$ cat src/pal_pkg.sv
// Shared types, field widths and codes for the positional array list.
`default_nettype none
package pal_pkg;

	localparam int PAL_DEPTH       = 64;
	localparam int PAL_ENTRY_WIDTH = 32;

	localparam int ACTION_W = 3;
	localparam int POS_W    = 7;
	localparam int VALUE_W  = 32;
	localparam int COUNT_W  = 7;
	localparam int STATUS_W = 2;
	localparam int CAP_W    = 7;

	localparam logic [CAP_W-1:0] CAP_RESET = 7'd64;

	localparam logic [ACTION_W-1:0] ACT_INS_FRONT = 3'd0;
	localparam logic [ACTION_W-1:0] ACT_INS_BACK  = 3'd1;
	localparam logic [ACTION_W-1:0] ACT_INS_POS   = 3'd2;
	localparam logic [ACTION_W-1:0] ACT_REM_FRONT = 3'd3;
	localparam logic [ACTION_W-1:0] ACT_REM_BACK  = 3'd4;
	localparam logic [ACTION_W-1:0] ACT_REM_POS   = 3'd5;

	localparam logic [STATUS_W-1:0] ST_OK    = 2'd0;
	localparam logic [STATUS_W-1:0] ST_FULL  = 2'd1;
	localparam logic [STATUS_W-1:0] ST_EMPTY = 2'd2;
	localparam logic [STATUS_W-1:0] ST_RANGE = 2'd3;

	typedef struct packed {
		logic [ACTION_W-1:0] action;
		logic [POS_W-1:0]    position;
		logic [VALUE_W-1:0]  entry_value;
	} pal_req_t;

	typedef struct packed {
		logic [VALUE_W-1:0]  removed_value;
		logic [COUNT_W-1:0]  entry_count;
		logic [STATUS_W-1:0] status;
	} pal_rsp_t;

	typedef struct packed {
		logic ins;
		logic rem;
	} pal_cmd_t;

endpackage
`default_nettype wire

$ cat src/pal_cell.sv
// List cell: one entry, loaded or shifted up or down by the broadcast command.
`default_nettype none
module pal_cell
	import pal_pkg::*;
#(
	parameter int DEPTH       = PAL_DEPTH,
	parameter int ENTRY_WIDTH = PAL_ENTRY_WIDTH,
	parameter int IDX         = 0
) (
	input  wire                                            clk,
	input  pal_cmd_t                                       cmd,
	input  wire  [(($clog2(DEPTH+1) > POS_W) ? $clog2(DEPTH+1) : POS_W)-1:0] at,
	input  wire  [ENTRY_WIDTH-1:0]                         ins_value,
	input  wire  [ENTRY_WIDTH-1:0]                         left_data,
	input  wire  [ENTRY_WIDTH-1:0]                         right_data,
	output logic [ENTRY_WIDTH-1:0]                         data,
	output logic [ENTRY_WIDTH-1:0]                         taken
);

	localparam int CNT_W = $clog2(DEPTH + 1);
	localparam int AT_W  = (CNT_W > POS_W) ? CNT_W : POS_W;
	localparam logic [AT_W-1:0] MY_IDX = AT_W'(IDX);

	logic [ENTRY_WIDTH-1:0] data_q;

	always_ff @(posedge clk) begin
		priority if (cmd.ins && (MY_IDX > at)) begin
			data_q <= left_data;
		end else if (cmd.ins && (MY_IDX == at)) begin
			data_q <= ins_value;
		end else if (cmd.rem && (MY_IDX >= at)) begin
			data_q <= right_data;
		end else begin
			data_q <= data_q;
		end
	end

	assign data  = data_q;
	assign taken = (cmd.rem && (MY_IDX == at)) ? data_q : '0;

endmodule
`default_nettype wire

$ cat config.mk
export PLATFORM = sky130hd
export DESIGN_NAME = pal_cell
export DESIGN_NICKNAME = d
export VERILOG_FILES = /design/src/pal_pkg.sv /design/src/pal_cell.sv
export SDC_FILE = /design/constraint.sdc
export NUM_CORES = 1
export LEC_CHECK = 0
export BUFFER_PORTS_ARGS = -buffer_cell sky130_fd_sc_hd__buf_2
export CAP_MARGIN = 20
export CORE_UTILIZATION = 33
export CTS_BUF_LIST = sky130_fd_sc_hd__clkbuf_16
export CTS_CLUSTER_SIZE = 16
export DETAILED_ROUTE_END_ITERATION = 10
export PLACE_DENSITY = 0.88
export SYNTH_ARGS = -nofsm -noshare
export SYNTH_HDL_FRONTEND = slang
export SYNTH_SLANG_ARGS = --single-unit
export TNS_END_PERCENT = 50
$ cat constraint.sdc
create_clock -name clk -period 1.4 [get_ports clk]
set_input_delay 0.07 -clock clk [delete_from_list [all_inputs] [get_ports clk]]
set_output_delay 0.07 -clock clk [all_outputs]
set_load 0.01 [all_outputs]
==> run summary, run 1 <==
The flow ran to the end, and the final reports show no timing, DRC or antenna violations. The number of global-route vias before repair is 1246. The via density per instance came out at 4.233. The multi-input gate area in the final layout is 730.7 sq um. The wire length of the first global-routing pass is 5.361 mm. The number of buffers inserted by hold repair at cts is 0.

The starting density of the core came out at 34.20%. After routing the design area is 2699 sq um. The mapped cell area came out at 1735 sq um. Data on the critical path is required at its endpoint by 1330 ps. The switching part of the total power came out at 18.11%. The fill cell total of the finished layout is 448. The category of the worst setup path launch point is an input pin. The post-route core utilization is 53.18%.

By area the synthesized netlist is led by edfxtp_1, mux2_4, and2_1. 170 I/O pins were placed. The library cell used as clock root buffer is clkbuf_16. The clock network burns 44.0% of the power. The overall power of the completed layout is 2.256 mW. The pin count of the biggest net entering global routing is 33.

The portion of the clock cycle consumed by the worst path in the final layout is 90.82%. The number of standard-cell rows in the floorplan is 26. The final critical-path required period came out at 1272 ps.

The number of failing hold endpoints at the final stage is 0. The fraction of synthesis flops using an asynchronous set or reset pin is 0%. The post-detailed-routing wire length is 3.815 mm. STA classifies the critical path endpoint as a primary output.

Setup repair after global routing left no endpoint under its margin. Clock-pin slew was measured on the worst setup and hold paths at 50 ps. The combinational group share of total power is 8.8%. The post-synthesis cell count is 107.

The TritonCTS clock tree is done. The sequential cell area fraction in the yosys report came out at 55.37%. The largest area contributor in the netlist is edfxtp_1.

The total die area is 5552 sq um. In this run the power spent charging and discharging nets is 0.4084 mW. The final setup slack of the worst path came out at 128.5 ps. Buffers inserted during clock tree synthesis total 5. The number of nets produced by synthesis is 213. The number of synthesized flops with an enable pin came out at 32. The H-tree depth is 2.

Port buffering added 137 buffers. The mean post-synth cell area is 16.22 sq um. The slew of the pin with the lowest slew margin is 256.9 ps. The height of the chip came out at 74.52 um. The leakage power figure came out at 1.403 nW.

The total number of yosys warnings is 0. The max-cap check violation count is 0. The worst-case hold slack came out at 98.38 ps. The commonest cells after synthesis are and2_1, edfxtp_1, mux2_4, buf_6, clkbuf_2. The core region is 5075 sq um. The number of antenna cells inserted came out at 0. The count of final setup violators is 0. The sequential cells in the finished layout cover a total of 960.9 sq um.

The share of Yosys cell area claimed by the top area cell type is 55.37%. The initial antenna violation count is 0. The critical path arrival is 1200 ps. Once detail routing completed, the nets flagged for antenna violations numbered 0. The number of flip-flops in the largest register is 32.

The number of gates given a new drive strength after cts is 0. Global routing used 12.98% of the available tracks. The number of pins with negative max-slew slack in the final report came out at 0. The violation count after the first detailed-routing iteration is 22.

The post-detailed-route wirelength per cell is 11.85 um. The number of setup buffers added after CTS came out at 0. For this run, the leading register cell type out of synthesis is edfxtp_1. The sequential share of power is 47.1%.

The number of nets in the final layout came out at 357. The fmax is 786.5 MHz. The total congestion overflow is 0. The number of different library cells in the post-synthesis netlist is 11. The total power divided by cell area is 835.8 nW/um^2.

The worst pin sits at a relative slew slack of 82.75%. The placed instance area is 2555 sq um. Of the cells placed in the final design, the portion with a size suffix greater than 1 is 73.81%. The number of clock sinks came out at 32. Prior to clock tree synthesis, the placed netlist has a worst setup slack of -66.98 ps.

The startpoint-to-endpoint class of the critical path is in -> out. From left edge to right edge, the die measures 74.52 um. The number of DRC violations after detailed routing came out at 0.

The largest fanout of any net on the critical path came out at 32. Before antenna repair, the detailed router went through 4 iterations. The via count of the routed design came out at 1363.

The final weighted congestion in routability-driven placement came out at 0.6627. The worst hold path belongs to the class in -> reg. The peak supply drop came out at 592.2 uV. Synthesis inferred 32 register bits. The total instance count after detailed placement is 314.

The finished layout holds 322 standard cells, fillers aside. The internal power of the cells totals 1.847 mW. The number of buffers on the longest clock path is 2. In the final timing run, aggregate negative setup slack is 0 ps. The area overhead of the layout relative to synthesis came out at 55.52%.
-- worst max-delay path: stages --
cell	delay [ps]
buf_2	100
nor3_2	230
buf_4	150
and3_1	200
buf_12	170
and2_1	150
buf_2	130
-- layer usage --
metal | vias up | global-route usage, % | share of wire [%]
met2 | 60 | 24.52 | 58
met3 | 2 | 3.930 | 5.0
met4 | 0 | 4.822 | 0.84
li1 | 673 | - | -
met1 | 628 | 13.37 | 36
met5 | - | 0 | 0
-- cells by family (layout without fill, tap and decap cells) --
group,Yosys count,after routing,synth area share [%]
and+or+nand+nor,36,36,13.99
AOI/OAI and AO/OA,1,1,0.5768
buffers and inverters,6,151,2.811
muxes,32,32,27.25
DFF,32,32,55.37
-- power groups by stage --
stage                     Clock (mW)  Combinational, mW  Sequential [mW]
after CTS                       1.02              0.201             1.06
after floorplan                    0             0.0786             1.08
after detailed placement           0              0.200             1.08
after global placement             0              0.195             1.08
final                          0.993              0.199             1.06
after global routing            1.07              0.217             1.06
-- cells in the final DEF, fill, tap and decap left out --
cell type  synthesis  final
clkbuf_16          0      5
mux2_4            30     30
nor3_2             0      1
and2_1            32     32
edfxtp_1          32     32
buf_2              0    137
clkinv_2           0      2
and3_1             1      1
nand3_2            1      1
mux2_2             2      2
o211a_2            0      1
buf_12             0      4
buf_4              0      2
nor4_4             1      1
clkinv_1           0      1
-- path summary, 6_finish.rpt --
path	endpoint	depth (start not counted)	from	slack, ps
min	data[25]$_DFFE_PP_	2	ins_value[25]	100
max	taken[3]	7	at[5]	130
-- area by class of cell --
class	instances	area share (%)
Clock inverter	3	0.5100
Clock buffer	5	4.636
Timing Repair Buffer	143	28.93
Tap cell	70	3.245
Multi-Input combinational cell	69	27.07
Sequential cell	32	35.61
Note: power is estimated with default switching activity, not from simulation.
==> inputs of run 2 (changes only) <==
--- a/config.mk
+++ b/config.mk
@@ -5,7 +5,7 @@
 export SDC_FILE = /design/constraint.sdc
 export NUM_CORES = 1
 export LEC_CHECK = 0
-export BUFFER_PORTS_ARGS = -buffer_cell sky130_fd_sc_hd__buf_2
+export BUFFER_PORTS_ARGS = -buffer_cell sky130_fd_sc_hd__buf_4
 export CAP_MARGIN = 20
 export CORE_UTILIZATION = 33
 export CTS_BUF_LIST = sky130_fd_sc_hd__clkbuf_16
==> run summary, run 2 (synthesized netlist as in run 1, its figures left out) <==
The run finished with clean final reports. The number of nets in the final layout is 356 (-0.28%). The final setup slack of the worst path is 137.7 ps (+9.184 ps).

The clock-pin slew reported for the worst setup and hold paths after clock tree synthesis came to 50 ps (about the same). The portion of the clock cycle consumed by the worst path in the final layout is 90.17% (-0.66 points). The largest fanout of any net on the critical path is 32 (unchanged).

The worst slew margin relative to its limit is 82.52% (-0.23 points). The combinational group share of total power came out at 11.2% (+2.4 points). The number of buffers on the longest clock path came out at 2 (unchanged). The final critical-path required period is 1262 ps (-9.184 ps).

The H-tree depth came to 2 (unchanged). The starting density of the core is 34.20% (unchanged). The number of pins with negative max-slew slack in the final report came out at 0 (unchanged). The number of DRC violations after detailed routing is 0 (unchanged). The number of buffers added by the clock tree synthesis step came out at 5 (unchanged). The pin count of the biggest net entering global routing came out at 33 (unchanged). The internal portion of total power is 1.906 mW (+3.2%).

The peak supply drop was 581.4 uV (-1.8%). The number of global-route vias before repair came to 1364 (+9.5%). The pre-CTS setup slack came to -60.25 ps (+6.731 ps). The post-detailed-route wirelength per cell is 13.59 um (+15%). The total congestion overflow is 0 (unchanged).

Tracing the worst setup path back leads to its startpoint at at[3]. The number of clock sinks was 32 (unchanged). The total die area came out at 5552 sq um (unchanged). The via count of the routed design was 1399 (+2.6%). The number of failing hold endpoints at the final stage came out at 0 (unchanged). TritonCTS built the clock tree. The critical path is of the in -> out type. The area of the core is 5075 sq um (unchanged).

The critical path arrival was 1190 ps (about the same). The leakage power figure came out at 1.486 nW (+5.9%). The number of antenna cells inserted came out at 0 (unchanged). The height of the chip came out at 74.52 um (unchanged). The width of the chip came out at 74.52 um (unchanged). The final weighted congestion in routability-driven placement came out at 0.6899 (+4.1%). Leaving out fill and tap cells, the most frequent cells in the layout are buf_4, and2_1, edfxtp_1, mux2_4, clkbuf_16. The count of final setup violators was 0 (unchanged). Clock tree synthesis selected as its root buffer the cell clkbuf_16. The final instance area is 3034 sq um (+12%). The final cell count without fillers was 321 (-0.31%). The slew of the pin with the lowest slew margin was 260.2 ps (+3.364 ps). The total instance count after detailed placement is 313 (-0.32%). The sequential share of power was 45.9% (-1.2 points). The total track usage is 15.04% (+2.1 points). The startpoint identified for the worst hold timing path is right_data[30]. The min-delay analysis places its worst path in the category in -> reg. The clock network fraction of total power is 42.9% (-1.1 points).

The required time of the worst setup path came out at 1330 ps (about the same). The post-detailed-routing wire length was 4.361 mm (+14%). The top-level port count came out at 170 (unchanged).

The number of standard-cell rows in the floorplan came out at 26 (unchanged). The number of antenna-violating nets in the routed design came out at 0 (unchanged). The area growth from synthesis to layout is 74.84%. The initial antenna violation count was 0 (unchanged). The reported net switching power is 0.4129 mW (+1.1%). The post-route core utilization came out at 59.79% (+6.6 points). The placed instance area came out at 2890 sq um (+13%).

The fmax is 792.2 MHz (+0.73%). The switching part of the total power came out at 17.80% (-0.30 points). STA classifies the critical path endpoint as a primary output. The fill cell total of the finished layout came out at 409 (-8.7%). The via density per instance came out at 4.358 (+3.0%).

The wire length of the first global-routing pass came to 6.203 mm (+16%). The max-cap check violation count came out at 0 (unchanged). The number of detailed-routing iterations run before antenna repair is 4 (unchanged). The number of buffers inserted by hold repair at cts is 0 (unchanged). The worst-case hold slack came out at 97.21 ps (-1.169 ps).

The number of flip-flops in the largest register came out at 32 (unchanged). The total of buffers placed on input and output ports is 137 (unchanged). The total power divided by cell area is 764.4 nW/um^2 (-8.5%). The overall power of the completed layout came out at 2.319 mW (+2.8%).

STA classifies the critical path startpoint as an input pin. The violation count after the first detailed-routing iteration is 30 (+36%). Leaving out fill and tap cells, the most frequent cell in the layout is buf_4. The share of post-route cells with drive strength above 1 was 73.71% (-0.10 points). Detailed placement ended at an HPWL of 3.489 mm. The setup TNS was 0 ps (unchanged). Setup repair after global routing left no endpoint under its margin.
## run 2: critical path: stages
cell,delay [ps]
buf_4,120
nor4_4,310
and3_1,250
buf_12,170
and2_1,140
buf_4,120
## run 2: power groups by stage
stage | logic (mW) | registers (mW) | clock network, mW
2_1_floorplan | 0.0786 | 1.08 | 0
3_3_place_gp | 0.252 | 1.08 | 0
3_5_place_dp | 0.261 | 1.08 | 0
4_1_cts | 0.262 | 1.06 | 1.02
5_1_grt | 0.279 | 1.06 | 1.06
6_report | 0.260 | 1.06 | 0.996
## run 2: final timing paths
check                 end  slack [ps]  cells after the start
max              taken[8]         140                      6
min    data[30]$_DFFE_PP_         100                      2
## run 2: per-layer routing
layer | track usage, % | share of wire (%) | up-vias
met5 | 0 | 0 | -
met4 | 6.709 | 1.6 | 0
met3 | 2.575 | 4.7 | 6
met2 | 28.53 | 60 | 60
met1 | 16.17 | 34 | 660
li1 | - | - | 673
## run 2: cell type report
type,count,area (sq um),area share [%]
clock buffer,5,125.1,4.124
timing repair buffer,142,1116,36.78
sequential,32,960.9,31.67
clock inverter,3,13.76,0.4536
multi-input combinational,69,730.7,24.08
tap,70,87.58,2.887
## run 2: what timing repair did
action                                 CTS  global route
endpoints found under the hold margin    0             0
setup endpoints to repair                0            30
resized for setup                        0             1
buffers inserted                         0             0
