## src/pal_pkg.sv

```systemverilog
// Shared types, field widths and codes for the positional array list.
`default_nettype none
package pal_pkg;

	localparam int PAL_DEPTH       = 64;
	localparam int PAL_ENTRY_WIDTH = 32;

	localparam int ACTION_W = 3;
	localparam int POS_W    = 7;
	localparam int VALUE_W  = 32;
	localparam int COUNT_W  = 7;
	localparam int STATUS_W = 2;
	localparam int CAP_W    = 7;

	localparam logic [CAP_W-1:0] CAP_RESET = 7'd64;

	localparam logic [ACTION_W-1:0] ACT_INS_FRONT = 3'd0;
	localparam logic [ACTION_W-1:0] ACT_INS_BACK  = 3'd1;
	localparam logic [ACTION_W-1:0] ACT_INS_POS   = 3'd2;
	localparam logic [ACTION_W-1:0] ACT_REM_FRONT = 3'd3;
	localparam logic [ACTION_W-1:0] ACT_REM_BACK  = 3'd4;
	localparam logic [ACTION_W-1:0] ACT_REM_POS   = 3'd5;

	localparam logic [STATUS_W-1:0] ST_OK    = 2'd0;
	localparam logic [STATUS_W-1:0] ST_FULL  = 2'd1;
	localparam logic [STATUS_W-1:0] ST_EMPTY = 2'd2;
	localparam logic [STATUS_W-1:0] ST_RANGE = 2'd3;

	typedef struct packed {
		logic [ACTION_W-1:0] action;
		logic [POS_W-1:0]    position;
		logic [VALUE_W-1:0]  entry_value;
	} pal_req_t;

	typedef struct packed {
		logic [VALUE_W-1:0]  removed_value;
		logic [COUNT_W-1:0]  entry_count;
		logic [STATUS_W-1:0] status;
	} pal_rsp_t;

	typedef struct packed {
		logic ins;
		logic rem;
	} pal_cmd_t;

endpackage
`default_nettype wire

```

## src/pal_ctrl.sv

```systemverilog
// List control: occupancy, capacity register, request checks and cell command.
`default_nettype none
module pal_ctrl
	import pal_pkg::*;
#(
	parameter int DEPTH = PAL_DEPTH
) (
	input  wire                         clk,
	input  wire                         arst_n,
	input  wire                         cfg_wr,
	input  wire  [CAP_W-1:0]            cfg_data,
	input  wire                         fire,
	input  wire  [ACTION_W-1:0]         action,
	input  wire  [POS_W-1:0]            position,
	output pal_cmd_t                    cmd,
	output logic [(($clog2(DEPTH+1) > POS_W) ? $clog2(DEPTH+1) : POS_W)-1:0] at,
	output logic [$clog2(DEPTH+1)-1:0]  count_next,
	output logic [STATUS_W-1:0]         status
);

	localparam int CNT_W = $clog2(DEPTH + 1);
	localparam int AT_W  = (CNT_W > POS_W) ? CNT_W : POS_W;
	localparam logic [AT_W-1:0] DEPTH_W = AT_W'(DEPTH);

	logic [CNT_W-1:0] occ_q;
	logic [CAP_W-1:0] cap_q;
	logic [AT_W-1:0]  occ_w;
	logic [AT_W-1:0]  cap_w;
	logic [AT_W-1:0]  eff_cap;
	logic             full;
	pal_cmd_t         req_cmd;

	always_ff @(posedge clk or negedge arst_n) begin
		if (!arst_n) begin
			cap_q <= CAP_RESET;
		end else if (cfg_wr) begin
			cap_q <= cfg_data;
		end
	end

	always_comb begin
		occ_w   = AT_W'(occ_q);
		cap_w   = AT_W'(cap_q);
		eff_cap = (cap_w < DEPTH_W) ? cap_w : DEPTH_W;
		full    = (occ_w >= eff_cap);
		req_cmd = '0;
		at      = '0;
		status  = ST_OK;
		unique case (action)
			ACT_INS_FRONT, ACT_INS_BACK, ACT_INS_POS: begin
				if (action == ACT_INS_BACK) begin
					at = occ_w;
				end else if (action == ACT_INS_POS) begin
					at = AT_W'(position);
				end
				priority if (full) begin
					status = ST_FULL;
				end else if (at > occ_w) begin
					status = ST_RANGE;
				end else begin
					req_cmd.ins = 1'b1;
				end
			end
			ACT_REM_FRONT, ACT_REM_BACK, ACT_REM_POS: begin
				if (action == ACT_REM_BACK && occ_w != '0) begin
					at = occ_w - AT_W'(1);
				end else if (action == ACT_REM_POS) begin
					at = AT_W'(position);
				end
				priority if (occ_w == '0) begin
					status = ST_EMPTY;
				end else if (at >= occ_w) begin
					status = ST_RANGE;
				end else begin
					req_cmd.rem = 1'b1;
				end
			end
			default: begin
				status = ST_OK;
			end
		endcase
		cmd        = fire ? req_cmd : '0;
		count_next = occ_q + CNT_W'(req_cmd.ins) - CNT_W'(req_cmd.rem);
	end

	always_ff @(posedge clk or negedge arst_n) begin
		if (!arst_n) begin
			occ_q <= '0;
		end else if (fire) begin
			occ_q <= count_next;
		end
	end

endmodule
`default_nettype wire

```

## config.mk

```make
export PLATFORM = sky130hd
export DESIGN_NAME = pal_ctrl
export DESIGN_NICKNAME = d
export VERILOG_FILES = /design/src/pal_pkg.sv /design/src/pal_ctrl.sv
export SDC_FILE = /design/constraint.sdc
export NUM_CORES = 1
export LEC_CHECK = 0
export BUFFER_PORTS_ARGS = -buffer_cell sky130_fd_sc_hd__buf_2
export CORE_MARGIN = 2
export CORE_UTILIZATION = 55
export DETAILED_ROUTE_END_ITERATION = 7
export GPL_TIMING_DRIVEN = 0
export PLACE_DENSITY = 0.86
export SLEW_MARGIN = 10
export SYNTH_ARGS = -nofsm -noshare
export SYNTH_HDL_FRONTEND = slang
export SYNTH_SLANG_ARGS = --single-unit
export TNS_END_PERCENT = 20
```

## constraint.sdc

```tcl
create_clock -name clk -period 6.9 [get_ports clk]
set_input_delay 0.69 -clock clk [delete_from_list [all_inputs] [get_ports clk]]
set_output_delay 0.69 -clock clk [all_outputs]
set_load 0.05 [all_outputs]
```

==> impl_metrics.yaml, run 1 <==
status:
  status: "finished, final reports clean"
floorplan:
  die_area_sq_um: 3780
  io-pin-count: 39
  core_sq_um: 3100
  die_w_um: 61.5
  chipHeight_um: 61.5
  rows: 20
  start_util_pct: 58.5
cts:
  cts_setup_buffers: 0
  clkTransAtPathRegs_ns: 0.09
  clk_latency_ns: 0.28
  clk_path_buf_depth: 2
  cts_tree: "done"
  cts_buffers: 3
  cts-root-buf: "clkbuf_4"
  cts-resized-gates: 0
  cts_sinks: 14
  holdBufCountCts: 0
  htree_levels: 1
synth:
  synth.net_count: 279
  synth_edf_count: 0
  synth_area_leaders: "ha_1 (25%), dfrtp_1 (18%), nand2_1 (6.4%)"
  syn_avg_cell_area_sq_um: 8.26
  synth_area_leader_cell: "ha_1"
  synth_xor_area_share_pct: 6.06
  synth_top_area_share_pct: 25.5
  ys_warn_count: 0
  synth_cells: 220
  synth_area_sq_um: 1820
  synthMuxAreaShare_pct: 4.89
  ys.flop_type: "dfrtp_1"
  ys_ff_latch: 14
  yosysUniqueCellTypes: 40
  synthSimpleGateAreaFrac_pct: 18.7
  synth_compound_area_share_pct: 19.6
  async_flop_share_pct: 100
  ys_seq_area_share_pct: 19.4
  synth_top_family_by_area: "adder cells"
  synthAdderAreaFrac_pct: 26.6
global_routing:
  grt-ovfl-total: 0
  grt_max_degree: 15
  grt_pass1_wl_mm: 6.60
  grt_pass1_vias: 1590
  grt_antenna_before_repair: 0
  grt.total_usage_pct: 23.1
timing:
  setup_slack_ns: 1.10
  tightest_slew_ns: 0.397
  slew_headroom_pct: 73.2
  drv_slew: 0
  fmax_mhz: 172
  hold_viol_final: 0
  period_minus_slack_ns: 5.80
  setup-violations-final: 0
  finClkSkew_ns: 0.00776
  rsz0062_at_grt: "false"
  fin_tns_setup_ns: 0
  fin_crit_sh_pct: 84.1
job:
  cap_violations: 0
worst_setup_path:
  critical_path_required_ns: 6.21
  r2r_slack_ns: 2.17
  reg2reg_to: "occ_q[6]$_DFFE_PN0P_"
  crit_path_start_kind: "flip-flop"
  cp_max_fo: 8
  critPathLaunch: "occ_q[5]$_DFFE_PN0P_"
  crit_arrival_ns: 5.11
  cp-end-kind: "output port"
  crit_end: "count_next[6]"
  reg2reg_depth: 21
  r2r-start: "occ_q[5]$_DFFE_PN0P_"
  worst-setup-path-type: "flip-flop to output port"
placement:
  io_buffers: 36
  place_ws_ns: 1.39
  dpl.hpwl_mm: 3.32
  globalplace.congestion: 0.874
drt:
  vias_per_cell: 5.42
  wl_per_cell_um: 12.9
  drtIter0Drc: 99
  drt_pre_antenna_iters: 4
  vias: 1647
  wl_mm: 3.91
  drtAntennaViolNets: 0
  drc: 0
final_layout:
  mostFrequentLayoutCells: "buf_2 (38), ha_1 (37), nand2_1 (31)"
  final_common_cell: "buf_2"
  fillCellCount: 295
  drive_above_1_share_pct: 21.2
  antenna_cells: 0
  area_growth_pct: 14.4
  nNetsFinal: 320
hold_path:
  hold_path.class: "primary input to asynchronous set/reset pin"
## logic make-up after synthesis
family | after synthesis
and+or+nand+nor | 72
AOI/OAI and AO/OA | 55
adders and majority gates | 38
buffers and inverters | 22
DFF | 14
xor gates and xnor gates | 11
muxes | 8
## per-stage QoR
step | std cells | instance area (sq um) | hold slack, ns | utilization [%]
6_report | 304 | 2080 | 0.286 | 67.0
5_1_grt | 304 | 2080 | 0.310 | 67.0
4_1_cts | 304 | 2080 | 0.293 | 67.0
3_5_place_dp | 300 | 2050 | 0.496 | 66.1
3_3_place_gp | 300 | 2050 | 0.484 | 66.1
2_1_floorplan | 220 | 1820 | 0.394 | -
## worst min path at each step
stage | start | to | slack (ns)
finish | arst_n | occ_q[6]$_DFFE_PN0P_ | 0.29
global route | arst_n | cap_q[5]$_DFFE_PN0P_ | 0.31
CTS | arst_n | occ_q[6]$_DFFE_PN0P_ | 0.29
detailed placement | cap_q[4]$_DFFE_PN0P_ | cap_q[4]$_DFFE_PN0P_ | 0.50
global placement | cap_q[0]$_DFFE_PN0P_ | cap_q[0]$_DFFE_PN0P_ | 0.48
floorplan | arst_n | cap_q[0]$_DFFE_PN0P_ | 0.39
## layout make-up
cell class                 instances  area, sq um  share of cell area [%]
multi-input combinational        184         1380                    66.3
sequential                        14          352                    16.9
timing repair buffer              36          180                    8.67
inverter                          15         56.3                    2.71
tap                               44         55.1                    2.65
buffer                             7         30.0                    1.44
clock buffer                       4         26.3                    1.26
## per-layer routing
metal | up-vias | global-route usage [%] | part of all wire [%]
met5 | - | 0 | 0
met4 | 0 | 9.73 | 2.7
met3 | 11 | 1.47 | 2.8
met2 | 37 | 42.4 | 49
met1 | 754 | 27.7 | 46
li1 | 845 | - | -
## state kept, by name (all words and copies together) (netlist names)
| signal | flops |
|---|---|
| cap_q | 7 |
| occ_q | 7 |
## Yosys cell counts, types with 3 or more instances
master and count:
o21ai_0 17, a21oi_1 16, clkbuf_1 4, inv_1 15, o21bai_1 3, nor2b_1 5
nand2_1 31, a22oi_1 7, ha_1 37, or2_1 6, mux2_2 7, nor2_1 15
dfrtp_1 13, and2_1 3, nand3_1 4, xnor2_1 8
## worst max-delay path, stage by stage (launching register included)
cell and delay [ns]:
dfrtp_1 0.47, inv_1 0.27, ha_1 0.22, nand4b_1 0.17
nand2_1 0.26, nor2_1 0.06, a21oi_1 0.18, ha_1 0.26
nor2b_1 0.14, o21ai_0 0.14, a21oi_1 0.28, and2_1 0.18
ha_1 0.26, inv_1 0.07, ha_1 0.16, inv_1 0.06
fa_1 0.42, or2_4 0.26, a221oi_4 0.29, nor2_1 0.07
o21bai_1 0.15, xnor3_1 0.23, buf_2 0.22
Power of run 1 is not shown: default switching activity piles up to over one toggle a cycle in this logic, so the estimate is an artifact.
==> inputs of run 2 (changes only) <==
Settings changed: CORE_UTILIZATION 55 to 50, PLACE_DENSITY 0.86 to 0.83.
Clock period 6.9 ns to 4.9 ns, I/O delays scaled along.
==> run 2 against run 1 <==
Compared with the run above:
- the flow now finishes with violations (setup timing)
- register-to-register slack lost 1.4 ns
- global-route usage fell by 0.70 points
- via count increased by 11%
- sequential cell count unchanged
- highest routed layer unchanged
==> impl_metrics.yaml, run 2 (synthesis gave the netlist of run 1 again) <==
hold_path:
  hold_path.class: "primary input to asynchronous set/reset pin"
drt:
  wl_per_cell_um: 15.1
  drc: 0
  wl_mm: 5.01
  vias_per_cell: 5.47
  vias: 1821
  drt_pre_antenna_iters: 4
  drtIter0Drc: 143
  drtAntennaViolNets: 0
global_routing:
  grt_antenna_before_repair: 0
  grt_max_degree: 15
  grt_pass1_vias: 1740
  grt-ovfl-total: 0
  grt_pass1_wl_mm: 7.43
  grt.total_usage_pct: 22.4
final_layout:
  mostFrequentLayoutCells: "buf_2 (38), ha_1 (30), nand2_1 (28)"
  final_common_cell: "buf_2"
  nNetsFinal: 347
  fillCellCount: 268
  reg.largest.list: "cap_q (7), occ_q (7)"
  antenna_cells: 0
  area_growth_pct: 38.4
  drive_above_1_share_pct: 44.3
status:
  violations: "setup timing"
  status: "finished, violations left"
timing:
  hold_viol_final: 0
  rsz0062_at_grt: "true"
  fmax_mhz: 202
  drv_slew: 0
  setup-violations-final: 1
  tightest_slew_ns: 0.411
  fin_crit_sh_pct: 101
  setup_slack_ns: -0.0604
  finClkSkew_ns: 0.00282
  period_minus_slack_ns: 4.96
  slew_headroom_pct: 72.2
placement:
  globalplace.congestion: 0.834
  io_buffers: 36
  place_ws_ns: -0.280
  dpl.hpwl_mm: 3.32
worst_setup_path:
  cpMaxStageDelayCell: "dfrtp_2"
  cp_cell_sequence: "clkinv_4 > ha_1 > a21boi_4 > o21ai_2 > xnor2_1 > o21ai_1 > ha_1 > nand2_2 > nor2_2 > a21oi_2 > and2_4 > ha_4 > inv_2 > ha_4 > inv_4 > fa_2 > or2_4 > a221oi_4 > nor2_1 > o21bai_1 > xnor3_1 > buf_6"
  slowest_delay_ns: 0.44
  cp-end-kind: "output port"
  crit_arrival_ns: 4.47
  crit_path_start_kind: "flip-flop"
  critical_path_required_ns: 4.41
  worst-setup-path-type: "flip-flop to output port"
  cp_max_fo: 7
cts:
  clk_path_buf_depth: 2
  cts_tree: "done"
  htree_levels: 1
  cts-root-buf: "clkbuf_4"
  cts_sinks: 14
  cts_buffers: 3
  clkTransAtPathRegs_ns: 0.08
  holdBufCountCts: 0
  clk_latency_ns: 0.28
floorplan:
  core_sq_um: 3420
  io-pin-count: 39
  rows: 21
  die_w_um: 64.3
  die_area_sq_um: 4130
  chipHeight_um: 64.3
  start_util_pct: 53.2
job:
  cap_violations: 0
[run 2: timing repair]
action,CTS,global route
buffers inserted,9,18
pin swaps,4,18
resized for setup,30,46
endpoints found under the hold margin,0,0
setup endpoints to repair,3,2
[run 2: layout make-up]
cell class	instances	area, sq um	share of cell area [%]
Multi-Input combinational cell	184	1560	62.0
Inverter	15	81.3	3.23
Buffer	7	31.3	1.24
Timing Repair Buffer	63	389	15.5
Tap cell	46	57.6	2.29
Clock buffer	4	36.3	1.44
Sequential cell	14	359	14.3
[run 2: path summary, 6_finish.rpt]
kind                                 startpoint              endpoint  slack, ns  cells after the start
setup reg to reg           occ_q[1]$_DFFE_PN0P_  occ_q[6]$_DFFE_PN0P_       0.76                     22
min in group clk                    cfg_data[6]  cap_q[6]$_DFFE_PN1P_       0.42                      3
hold reg to reg            cap_q[0]$_DFFE_PN0P_  cap_q[0]$_DFFE_PN0P_       0.50                      1
setup / recovery           occ_q[1]$_DFFE_PN0P_         count_next[6]      -0.06                     22
max in group asynchronous                arst_n  cap_q[6]$_DFFE_PN1P_       4.53                      1
hold / removal                           arst_n  cap_q[5]$_DFFE_PN0P_       0.09                      1
[run 2: worst max-delay path, delay by kind of cell (launching register included)]
family,cells,cell delay (ns)
compound gates,6,1.07
simple gates,5,0.69
flops,1,0.44
xor+xnor,2,0.45
fa+ha+maj,5,1.19
buf+inv,4,0.35
[run 2: routing by layer]
layer  vias up  part of all wire [%]  GRT usage [%]
met4         0                   1.9           7.71
met3        12                   4.9           2.11
met5         -                     0              0
met1       833                    43           28.5
li1        912                     -              -
met2        64                    50           39.3
[run 2: stage by stage]
stage / setup TNS [ns] / util [%] / hold slack (ns) / std cells / area, sq um
global route: -0.248 / 73.6 / 0.100 / 333 / 2510
floorplan: 0 / - / 0.194 / 220 / 1820
global placement: -0.258 / 60.1 / 0.398 / 302 / 2050
finish: -0.0604 / 73.6 / 0.0861 / 333 / 2510
CTS: 0 / 64.5 / 0.0931 / 315 / 2200
detailed placement: -0.280 / 60.1 / 0.401 / 302 / 2050
Power of run 2 is left out for the same reason.
==> inputs of run 3 (changes only) <==
Settings changed: CORE_MARGIN 2 to default.
==> run 3 against run 2 <==
Compared with the run above:
- the run still ends with setup timing left
- setup slack improved by 0.031 ns
- largest cell class unchanged
- sequential cell count did not move
- maximum frequency is 0.63% higher
- critical endpoint unchanged
- core utilization is 0.22 points higher
==> impl_metrics.yaml, run 3 (synthesis gave the netlist of run 1 again) <==
floorplan:
  rows: 21
  core_sq_um: 3420
  die_area_sq_um: 3880
  chipHeight_um: 62.3
  io-pin-count: 39
  start_util_pct: 53.2
  die_w_um: 62.3
final_layout:
  final_common_cell: "buf_2"
  reg.largest.list: "cap_q (7), occ_q (7)"
  regArea_sq_um: 359
  mostFrequentLayoutCells: "buf_2 (37), buf_4 (32), ha_1 (31)"
  drive_above_1_share_pct: 44.7
  nNetsFinal: 353
  final_cells: 339
  area_growth_pct: 38.8
  fillCellCount: 268
  multi_input_area_sq_um: 1530
  antenna_cells: 0
timing:
  tightest_slew_ns: 0.460
  setup_slack_ns: -0.0293
  hold_viol_final: 0
  finClkSkew_ns: 0.000850
  fmax_mhz: 203
  slew_headroom_pct: 69.3
  drv_slew: 0
  period_minus_slack_ns: 4.93
  fin_tns_setup_ns: -0.0293
  rsz0062_at_grt: "true"
  setup-violations-final: 1
  fin_crit_sh_pct: 101
  hold_slack_ns: 0.0890
worst_setup_path:
  crit_arrival_ns: 4.44
  r2r_slack_ns: 0.68
  crit_path_start_kind: "primary input"
  reg2reg_to: "occ_q[6]$_DFFE_PN0P_"
  worst-setup-path-type: "primary input to output port"
  critical_path_required_ns: 4.41
  cp_max_fo: 10
  cp-end-kind: "output port"
  r2r-start: "occ_q[1]$_DFFE_PN0P_"
  reg2reg_depth: 22
status:
  violations: "setup timing"
  status: "finished, violations left"
cts:
  cts_tree: "done"
  clkTransAtPathRegs_ns: 0.08
  cts_sinks: 14
  cts-root-buf: "clkbuf_4"
  clk_path_buf_depth: 2
  cts_buffers: 3
  htree_levels: 1
  holdBufCountCts: 0
  clk_latency_ns: 0.28
global_routing:
  grt_pass1_vias: 1742
  grt-ovfl-total: 0
  grt_antenna_before_repair: 0
  grt_max_degree: 15
  grt_pass1_wl_mm: 7.45
  grt.total_usage_pct: 23.5
job:
  cap_violations: 0
hold_path:
  hold_path.class: "primary input to asynchronous set/reset pin"
drt:
  wl_mm: 5.03
  vias: 1861
  drt_pre_antenna_iters: 5
  drtIter0Drc: 101
  drtAntennaViolNets: 0
  wl_per_cell_um: 14.8
  vias_per_cell: 5.49
  drc: 0
placement:
  dpl.hpwl_mm: 3.19
  dp.cells: 302
  place_ws_ns: -0.340
  io_buffers: 36
  globalplace.congestion: 0.842
==> run 3: layout make-up <==
| cell class | instances | share of cell area, % |
|---|---|---|
| Buffer | 7 | 1.24 |
| Clock buffer | 4 | 1.44 |
| Multi-Input combinational cell | 184 | 60.5 |
| Timing Repair Buffer | 69 | 17.4 |
| Inverter | 15 | 2.93 |
| Tap cell | 46 | 2.28 |
| Sequential cell | 14 | 14.2 |
==> run 3: how the worst max path moves through the flow <==
| stage | slack, ns | start | depth (start not counted) | endpoint |
|---|---|---|---|---|
| after floorplan | 0.21 | occ_q[1]$_DFFE_PN0P_ | 21 | count_next[6] |
| after global placement | -0.29 | occ_q[1]$_DFFE_PN0P_ | 22 | count_next[6] |
| after detailed placement | -0.34 | occ_q[1]$_DFFE_PN0P_ | 22 | count_next[6] |
| after CTS | 0.009 | occ_q[3]$_DFFE_PN0P_ | 22 | count_next[6] |
| after global routing | -0.23 | action[2] | 21 | count_next[6] |
| final | -0.03 | action[2] | 21 | count_next[6] |
==> run 3: layer usage <==
metal | GRT usage, % | vias up | share of wire (%)
met2 | 41.6 | 64 | 50
met5 | 0 | - | 0
met3 | 0.735 | 13 | 4.0
met1 | 30.5 | 863 | 43
met4 | 8.14 | 0 | 2.9
li1 | - | 921 | -
==> run 3: stage by stage <==
stage	instance area, sq um	utilization, %
global route	2520	73.8
floorplan	1820	-
finish	2520	73.8
CTS	2280	66.7
detailed placement	2050	60.1
global placement	2050	60.1
==> run 3: critical path, stage by stage <==
cell and delay [ns]:
buf_2 0.08, buf_2 0.20, nor3b_1 0.44, nand2_4 0.18, o21ai_2 0.18, ha_1 0.27, a21oi_2 0.17, o21ai_2 0.09
a21oi_2 0.16, and2_4 0.17, ha_4 0.19, inv_4 0.05, ha_4 0.12, inv_2 0.04, fa_2 0.39, or2_4 0.28
a221oi_4 0.24, nor2_1 0.09, o21bai_1 0.16, xnor3_1 0.26, buf_6 0.17
==> run 3: timing repair <==
action	in CTS	in global routing
resized for setup	27	41
buffers inserted	20	13
pin swaps	4	24
endpoints found under the setup margin	4	2
Power of run 3 is left out for the same reason.
